<file path="src/design/deq_pkg.sv">
package deq_pkg;

    // Number of entries the queue can hold.
    localparam int CAPACITY = 16;

    // Width of an entry index and of the fill count, which must also hold CAPACITY.
    localparam int IDX_W = $clog2(CAPACITY);
    localparam int CNT_W = $clog2(CAPACITY + 1);

    // Field widths fixed by the interface.
    localparam int VALUE_W = 32;
    localparam int FUNC_W  = 3;
    localparam int ENTRY_W = 5;

    // Operation codes carried on the input tuser.
    typedef enum logic [FUNC_W-1:0] {
        FN_PUSH_FRONT = 3'd0,
        FN_PUSH_BACK  = 3'd1,
        FN_POP_FRONT  = 3'd2,
        FN_POP_BACK   = 3'd3,
        FN_SEARCH     = 3'd4,
        FN_LIST       = 3'd5
    } t_func;

    // What a storage cell takes in on the next clock edge.
    typedef enum logic [1:0] {
        CELL_HOLD = 2'd0,
        CELL_PREV = 2'd1,
        CELL_NEXT = 2'd2,
        CELL_LOAD = 2'd3
    } t_cell_op;

endpackage

</file>
<file path="src/design/deq_cell.sv">
module deq_cell (
    input  logic                            i_clk,
    input  deq_pkg::t_cell_op               i_op,
    input  logic [deq_pkg::VALUE_W-1:0]     i_prev,
    input  logic [deq_pkg::VALUE_W-1:0]     i_next,
    input  logic [deq_pkg::VALUE_W-1:0]     i_load,
    output logic [deq_pkg::VALUE_W-1:0]     o_data
);

    logic [deq_pkg::VALUE_W-1:0] r_data;

    // One entry of the chain: keep, take from a neighbour, or load a new word.
    always_ff @(posedge i_clk) begin
        case (i_op)
            deq_pkg::CELL_PREV: r_data <= i_prev;
            deq_pkg::CELL_NEXT: r_data <= i_next;
            deq_pkg::CELL_LOAD: r_data <= i_load;
            default:            r_data <= r_data;
        endcase
    end

    assign o_data = r_data;

endmodule

</file>
<file path="src/design/deque_with_search.sv">
// Channel   Dir  Handshake              Payload
// s (in)    in   i_s_tvalid/o_s_tready  tdata: value; tuser: func
// m (out)   out  o_m_tvalid/i_m_tready  tdata: out_value, entry_count; tuser: found,
//                                       was_empty, was_full; tlast: is_last
//
// Pushes, pops, undefined codes and any item on an empty queue give one result without a walk.
// A search walks the chain over every entry, then reports; a list delivers one
// item per entry, front first, one per cycle. Both walks rotate the cell chain
// through cell 0, one entry a cycle, and leave it in its original order. A stall
// on the output holds a list at any step and a search only at its final step.
// Reset (synchronous, active low) empties the queue; the cells are not cleared.
module deque_with_search (
    input  logic        i_clk,
    input  logic        i_rst_n,
    input  logic        i_s_tvalid,
    output logic        o_s_tready,
    input  logic [31:0] i_s_tdata,   // [31:0] value
    input  logic [2:0]  i_s_tuser,   // [2:0] func
    output logic        o_m_tvalid,
    input  logic        i_m_tready,
    output logic [39:0] o_m_tdata,   // [31:0] out_value, [36:32] entry_count, zero above
    output logic [2:0]  o_m_tuser,   // [0] found, [1] was_empty, [2] was_full
    output logic        o_m_tlast    // is_last
);

    typedef enum logic {
        ST_IDLE,
        ST_WALK
    } t_state;

    localparam int CAP = deq_pkg::CAPACITY;
    localparam int VW  = deq_pkg::VALUE_W;
    localparam int CW  = deq_pkg::CNT_W;
    localparam int IW  = deq_pkg::IDX_W;

    t_state                 r_state;
    logic [CW-1:0]          r_count;
    logic [IW-1:0]          r_step;
    logic                   r_list;
    logic                   r_hit;
    logic [VW-1:0]          r_key;
    logic                   r_out_valid;
    logic [VW-1:0]          r_out_value;
    logic                   r_found;
    logic                   r_empty;
    logic                   r_full;
    logic                   r_last;

    deq_pkg::t_cell_op      cell_op   [CAP];
    logic [VW-1:0]          cell_data [CAP];
    logic [VW-1:0]          load_data;

    logic                   out_free;
    logic                   accept;
    deq_pkg::t_func         func;
    logic                   is_full;
    logic                   is_empty;
    logic [IW-1:0]          last_idx;
    logic                   last_step;
    logic                   advance;
    logic                   match;

    assign out_free   = !r_out_valid || i_m_tready;
    assign o_s_tready = (r_state == ST_IDLE) && out_free;
    assign accept     = i_s_tvalid && o_s_tready;
    assign func       = deq_pkg::t_func'(i_s_tuser);
    assign is_full    = (r_count == CW'(CAP));
    assign is_empty   = (r_count == '0);
    assign last_idx   = IW'(r_count - CW'(1));
    assign last_step  = (r_step == last_idx);
    assign match      = (cell_data[0] == r_key);

    // A list step always needs the output; a search only on its final step.
    assign advance    = (r_state == ST_WALK) && ((r_list || last_step) ? out_free : 1'b1);

    // During a walk the front word wraps round to the tail; otherwise a push loads value.
    assign load_data  = (r_state == ST_WALK) ? cell_data[0] : i_s_tdata;

    // Per-cell control derived from the operation and the fill count.
    always_comb begin
        for (int i = 0; i < CAP; i++) begin
            cell_op[i] = deq_pkg::CELL_HOLD;
            if (advance) begin
                if (CW'(i) == r_count - CW'(1)) begin
                    cell_op[i] = deq_pkg::CELL_LOAD;
                end else if (CW'(i) < r_count) begin
                    cell_op[i] = deq_pkg::CELL_NEXT;
                end
            end else if (accept) begin
                case (func)
                    deq_pkg::FN_PUSH_FRONT: begin
                        if (!is_full) cell_op[i] = deq_pkg::CELL_PREV;
                    end
                    deq_pkg::FN_PUSH_BACK: begin
                        if (!is_full && CW'(i) == r_count) cell_op[i] = deq_pkg::CELL_LOAD;
                    end
                    deq_pkg::FN_POP_FRONT: begin
                        if (!is_empty) cell_op[i] = deq_pkg::CELL_NEXT;
                    end
                    default: cell_op[i] = deq_pkg::CELL_HOLD;
                endcase
            end
        end
    end

    // The chain of cells, front entry in cell 0.
    for (genvar g = 0; g < CAP; g++) begin : g_cell
        deq_cell u_cell (
            .i_clk  (i_clk),
            .i_op   (cell_op[g]),
            .i_prev ((g == 0) ? i_s_tdata : cell_data[(g == 0) ? 0 : g - 1]),
            .i_next ((g == CAP - 1) ? cell_data[g] : cell_data[(g == CAP - 1) ? g : g + 1]),
            .i_load (load_data),
            .o_data (cell_data[g])
        );
    end

    // Sequencer, fill count and output register.
    always_ff @(posedge i_clk) begin
        if (!i_rst_n) begin
            r_state     <= ST_IDLE;
            r_count     <= '0;
            r_step      <= '0;
            r_list      <= 1'b0;
            r_hit       <= 1'b0;
            r_out_valid <= 1'b0;
        end else begin
            if (i_m_tready) r_out_valid <= 1'b0;
            unique case (r_state)
                ST_IDLE: begin
                    if (accept) begin
                        r_out_value <= '0;
                        r_found     <= 1'b0;
                        r_empty     <= 1'b0;
                        r_full      <= 1'b0;
                        r_last      <= 1'b1;
                        r_step      <= '0;
                        r_hit       <= 1'b0;
                        r_key       <= i_s_tdata;
                        r_list      <= (func == deq_pkg::FN_LIST);
                        r_out_valid <= 1'b1;
                        case (func)
                            deq_pkg::FN_PUSH_FRONT, deq_pkg::FN_PUSH_BACK: begin
                                if (is_full) r_full <= 1'b1;
                                else r_count <= r_count + CW'(1);
                            end
                            deq_pkg::FN_POP_FRONT, deq_pkg::FN_POP_BACK: begin
                                if (is_empty) r_empty <= 1'b1;
                                else r_count <= r_count - CW'(1);
                            end
                            deq_pkg::FN_SEARCH, deq_pkg::FN_LIST: begin
                                if (is_empty) begin
                                    r_empty <= 1'b1;
                                end else begin
                                    r_out_valid <= 1'b0;
                                    r_state     <= ST_WALK;
                                end
                            end
                            default: r_last <= 1'b1;
                        endcase
                    end
                end
                ST_WALK: begin
                    if (advance) begin
                        r_step <= r_step + IW'(1);
                        r_hit  <= r_hit || match;
                        if (r_list) begin
                            r_out_valid <= 1'b1;
                            r_out_value <= cell_data[0];
                            r_found     <= 1'b0;
                            r_empty     <= 1'b0;
                            r_full      <= 1'b0;
                            r_last      <= last_step;
                        end else if (last_step) begin
                            r_out_valid <= 1'b1;
                            r_out_value <= '0;
                            r_found     <= r_hit || match;
                            r_empty     <= 1'b0;
                            r_full      <= 1'b0;
                            r_last      <= 1'b1;
                        end
                        if (last_step) r_state <= ST_IDLE;
                    end
                end
                default: r_state <= ST_IDLE;
            endcase
        end
    end

    assign o_m_tvalid = r_out_valid;
    assign o_m_tdata  = {3'b000, deq_pkg::ENTRY_W'(r_count), r_out_value};
    assign o_m_tuser  = {r_full, r_empty, r_found};
    assign o_m_tlast  = r_last;

    // The fill count never passes the capacity.
    a_count_bound: assert property (@(posedge i_clk) disable iff (!i_rst_n)
        r_count <= CW'(CAP))
        else $error("fill count above capacity");

    // A walk only runs over a non-empty queue.
    a_walk_nonempty: assert property (@(posedge i_clk) disable iff (!i_rst_n)
        (r_state == ST_WALK) |-> (r_count != '0))
        else $error("walk started on an empty queue");

    // A result never reports both an empty and a full queue.
    a_flags_exclusive: assert property (@(posedge i_clk) disable iff (!i_rst_n)
        r_out_valid |-> !(r_empty && r_full))
        else $error("empty and full flagged together");

    // An accepted push into a queue with room adds exactly one entry.
    a_push_grows: assert property (@(posedge i_clk) disable iff (!i_rst_n)
        (accept && !is_full && (func == deq_pkg::FN_PUSH_FRONT || func == deq_pkg::FN_PUSH_BACK))
        |=> (r_count == $past(r_count) + CW'(1)))
        else $error("push did not add an entry");

    // The walk does not change the number of entries.
    a_walk_count_stable: assert property (@(posedge i_clk) disable iff (!i_rst_n)
        (r_state == ST_WALK) |=> (r_count == $past(r_count)))
        else $error("fill count changed during a walk");

endmodule

</file>
<file path="config.mk">
export PLATFORM = sky130hd
export DESIGN_NAME = deque_with_search
export DESIGN_NICKNAME = d
export VERILOG_FILES = /design/src/design/deq_pkg.sv /design/src/design/deq_cell.sv /design/src/design/deque_with_search.sv
export SDC_FILE = /design/constraint.sdc
export NUM_CORES = 1
export LEC_CHECK = 0
export ABC_AREA = 0
export BUFFER_PORTS_ARGS = -buffer_cell sky130_fd_sc_hd__buf_2
export CAP_MARGIN = 10
export CORE_ASPECT_RATIO = 1.75
export CORE_MARGIN = 1.5
export CORE_UTILIZATION = 25
export CTS_CLUSTER_DIAMETER = 80
export DETAILED_ROUTE_END_ITERATION = 7
export GPL_TIMING_DRIVEN = 0
export SETUP_SLACK_MARGIN = 0.2
export SLEW_MARGIN = 15
export SYNTH_ARGS = -nofsm -noshare
export SYNTH_HDL_FRONTEND = slang
export SYNTH_SLANG_ARGS = --single-unit
</file>
<file path="constraint.sdc">
create_clock -name i_clk -period 10.6 [get_ports i_clk]
set_clock_uncertainty 0.05 [all_clocks]
set_input_delay 0.53 -clock i_clk [delete_from_list [all_inputs] [get_ports i_clk]]
set_output_delay 0.53 -clock i_clk [all_outputs]
set_load 0.05 [all_outputs]
</file>
==> key figures <==
Run status
  – Status: finished clean

Worst hold path
  – Hold Crit Class: primary input to register
  – Worst Hold Path Cells: 1
  – Hold_sp: i_s_tdata[7]

Layout
  – Share of layout cells above drive strength 1: 28.9%
  – # fillers: around 13000
  – NumNets Final: 2707
  – Final cell utilization of the core: 28.7%
  – Area Overhead vs Synth: 13.9%

STA
  – Fmax: slightly below 200 MHz
  – Crit share post-route: between 40% and 50%
  – Final Hold Fails: 0
  – Pins Over Slew Limit: 0
  – Worst Max-Slew Pin Slew: approximately 1.2 ns
  – Tmin final: slightly above 5 ns
  – RSZ-0062 raised after global routing: false
  – Final setup fails: 0
  – Hold WS: between 0.06 and 0.07 ns
  – TNS Setup: 0 ns
  – Rel. slew slack: between 20% and 30%

Setup path
  – R2R setup slack: 5.48 ns
  – CP top delay family: buffers and inverters
  – Critical path cell sequence: clkbuf_1 > buf_1 > buf_2 > buf_1 > clkbuf_1 > nor2_1 > buf_2
  – Worst Path Buf+Inv: 6
  – R2R Path Start: r_count[1]
  – FF-to-FF path depth: 10
  – Critical Path Source Type: register
  – Levels on crit path: 7
  – Worst Setup SP: r_state
  – WP data required: between 10 and 15 ns
  – WS Path Type: register to output port
  – Capturing element type of the critical path: output port
  – Max stage delay on crit path: about 0.77 ns
  – Crit path capture: o_s_tready
  – CP max-delay cell: buf_1
  – Worst Path Arrival: between 4 and 5 ns
  – Critical R2R Capture: g_cell[13].u_cell.o_data[19]
  – Critical Path Fanout Max: 10

Floorplanning
  – Die footprint: ~0.13 mm^2
  – Initial core utilization: around 25%
  – I/O pin count: 85
  – Die height: about 480 um
  – Core ar.: between 0.1 and 0.15 mm^2
  – FP Rows: around 170
  – Die width: ~270 um

GRT
  – Routing usage on met2: a little under a third
  – Aggregate global routing overflow: 0
  – Met1 GRT Util: ~14%
  – Initial antenna violation count: 2
  – Gr busiest metal: met2
  – All-Layer GR Usage: between 10% and 20%
  – Largest net degree at the start of global routing: 33
  – Vias in the first global route: about 22000
  – Met3 Resource Use GR: under 10%
  – First-pass GRT wire length: approximately 150 mm

Synth
  – Gate Count Post-Synth: approximately 2500
  – Top-count cell post-synth: edfxtp_1
  – Largest cells by area after synthesis: edfxtp_1 54%, mux2_2 14%, mux2i_1 9.1%, a21oi_1 2.6%, mux2_1 2.4%
  – Post-synthesis mux area share: between 20% and 30%
  – Largest area contributor in the netlist: edfxtp_1
  – Post-synthesis sequential area ratio: a little over half
  – Main combinational cell family by area after synthesis: multiplexers
  – Simple-gate share of the synthesized area: 7.10%
  – Syn. warnings: 0
  – Post-synthesis compound-gate area fraction: approximately 7.3%
  – Post-synthesis cell area: between 0.03 and 0.04 mm^2
  – Number of synthesized register bits: between 500 and 600
  – Post-synthesis cell type count: ~70
  – Xor/xnor share of the synthesized area: 1.29%
  – Area share of the largest cell type after synthesis: 53.9%
  – Most common library cells after synthesis: 580 x edfxtp_1, 410 x mux2_2, 292 x mux2i_1
  – Syn Area/Cell: 12.9 um^2
  – Main synth FF type: edfxtp_1
  – Number of flops mapped to enable cells by yosys: 580
  – Asr flop ratio synth: 0%
  – Synth Area in Adders: 0.232%

Power
  – P_int: about 3.7 mW
  – Clock power frac: 38.1%
  – Sw Ratio: 25.1%
  – Worst VDD drop: about 150 uV
  – Combinational Power Share: between 8 and 9%
  – P_leak: 11.7 nW
  – Pwr Density: roughly 140 mW/mm^2
  – Register share of total power: between 50 and 60%
  – Net Sw Power: between 1 and 1.5 mW

Clock tree
  – Hold_buf cts: 0
  – Post-cts resize count: 0
  – CTS tree: built
  – Number of CTS-inserted buffers: 51
  – Clock latency at the later pin of the worst-skew pair: around 0.64 ns
  – Clock Path Buffers: 3
  – CTS root buffer: clkbuf_16
  – Clock Sinks: slightly below 600
  – Clock transition at path regs: 0.07 ns
  – Post-CTS Setup Inserts: 0
  – CTS HTree Levels: 2

Route
  – Total routed wirelength: 103 mm
  – First-pass DRT Iterations: 5
  – Starting DRT DRC Count: 1464
  – Detail-routed via count per cell: ~4.7
  – # DRC: 0
  – Wire per inst: around 24 um
  – Post-route ant nets: 0
  – Via count: about 21000

Place
  – Final Wtd Congestion: 0.950
  – Dpl hpwl: ~86 mm
  – Port bufs: 80

Flow run
  – Max cap viols: 0
==> kinds of logic (layout without fill, tap and decap cells) <==
family,count (synthesis),after routing
XOR/XNOR,43,43
AND/OR/NAND/NOR,472,472
other,1,4
AO/OA/AOI/OAI,362,362
buffers and inverters,257,448
flip-flops,593,593
adder cells (fa/ha/maj),6,6
multiplexers,772,772
==> sequential cells by signal (all words and copies together), names as in the netlist <==
signal	flops
g_cell.u_cell.o_data	512
o_m_tlast	1
o_m_tvalid	1
r_count	5
r_empty	1
r_found	1
r_full	1
r_hit	1
r_key	32
r_list	1
r_out_value	32
r_state	1
r_step	4
==> power by group through the flow <==
stage	combinational, mW	sequential, mW	clock [mW]
2_1_floorplan	0.261	2.72	0
3_3_place_gp	0.426	2.70	0
3_5_place_dp	0.444	2.70	0
4_1_cts	0.445	2.65	1.94
5_1_grt	0.474	2.65	2.00
6_report	0.447	2.65	1.91
==> routing by layer <==
| metal | wire length (um) | share of wire (%) |
|---|---|---|
| met1 | 32900 | 32 |
| met2 | 57900 | 56 |
| met3 | 2810 | 2.7 |
| met4 | 9570 | 9.3 |
| met5 | 0 | 0 |
==> worst reg2reg max path: stages, from the launching register on <==
cell and delay [ns]:
dfxtp_1 0.43, inv_1 0.32, ha_1 0.32, clkbuf_1 0.39, inv_1 0.12, a2bb2oi_1 0.88, o221ai_1 0.34, a21oi_2 0.88
buf_2 0.57, nand2_2 0.28, buf_12 0.25
==> placed cells by master (no fill, tap or decap), types with 17 or more instances in the layout <==
cell type    n
o21ai_0     31
clkbuf_1    93
buf_4       17
edfxtp_1   580
clkbuf_16   52
xnor2_1     37
a211oi_1    34
o221ai_1    34
inv_1       44
and3_1      35
nand2_1     49
mux2i_1    292
mux2_1      70
or2_2       41
nor2_1     187
nor3_1      79
buf_2      184
a21oi_1    169
mux2_2     410
a22oi_1     33
==> metrics by stage <==
step / power [mW] / setup WS [ns] / cells / cell area (um^2)
after floorplan: 2.98 / 4.57 / 2508 / 32300
after global placement: 3.13 / 0.978 / 4260 / 34800
after detailed placement: 3.15 / 5.57 / 4281 / 35200
after CTS: 5.03 / 5.33 / 4371 / 36800
after global routing: 5.13 / 5.27 / 4372 / 36800
final: 5.00 / 5.43 / 4372 / 36800
==> worst min-delay path by stage <==
stage | to | slack (ns)
5_1_grt | r_key[12] | 0.07
4_1_cts | r_key[14] | 0.04
2_1_floorplan | r_step[3] | 0.42
6_report | r_key[7] | 0.07
3_5_place_dp | r_step[3] | 0.45
3_3_place_gp | r_step[3] | 0.43
==> final cells by class <==
class / instances / area (um^2) / area share (%)
buffer: 213 / 981 / 2.67
antenna: 1 / 2.50 / 0.00680
multi-input combinational: 1658 / 13600 / 36.9
sequential: 593 / 17700 / 48.1
timing repair buffer: 101 / 704 / 1.92
clock buffer: 61 / 1340 / 3.63
tap: 1672 / 2090 / 5.69
inverter: 44 / 165 / 0.449
clock inverter: 29 / 259 / 0.704
(Power assumes the default switching activity.)
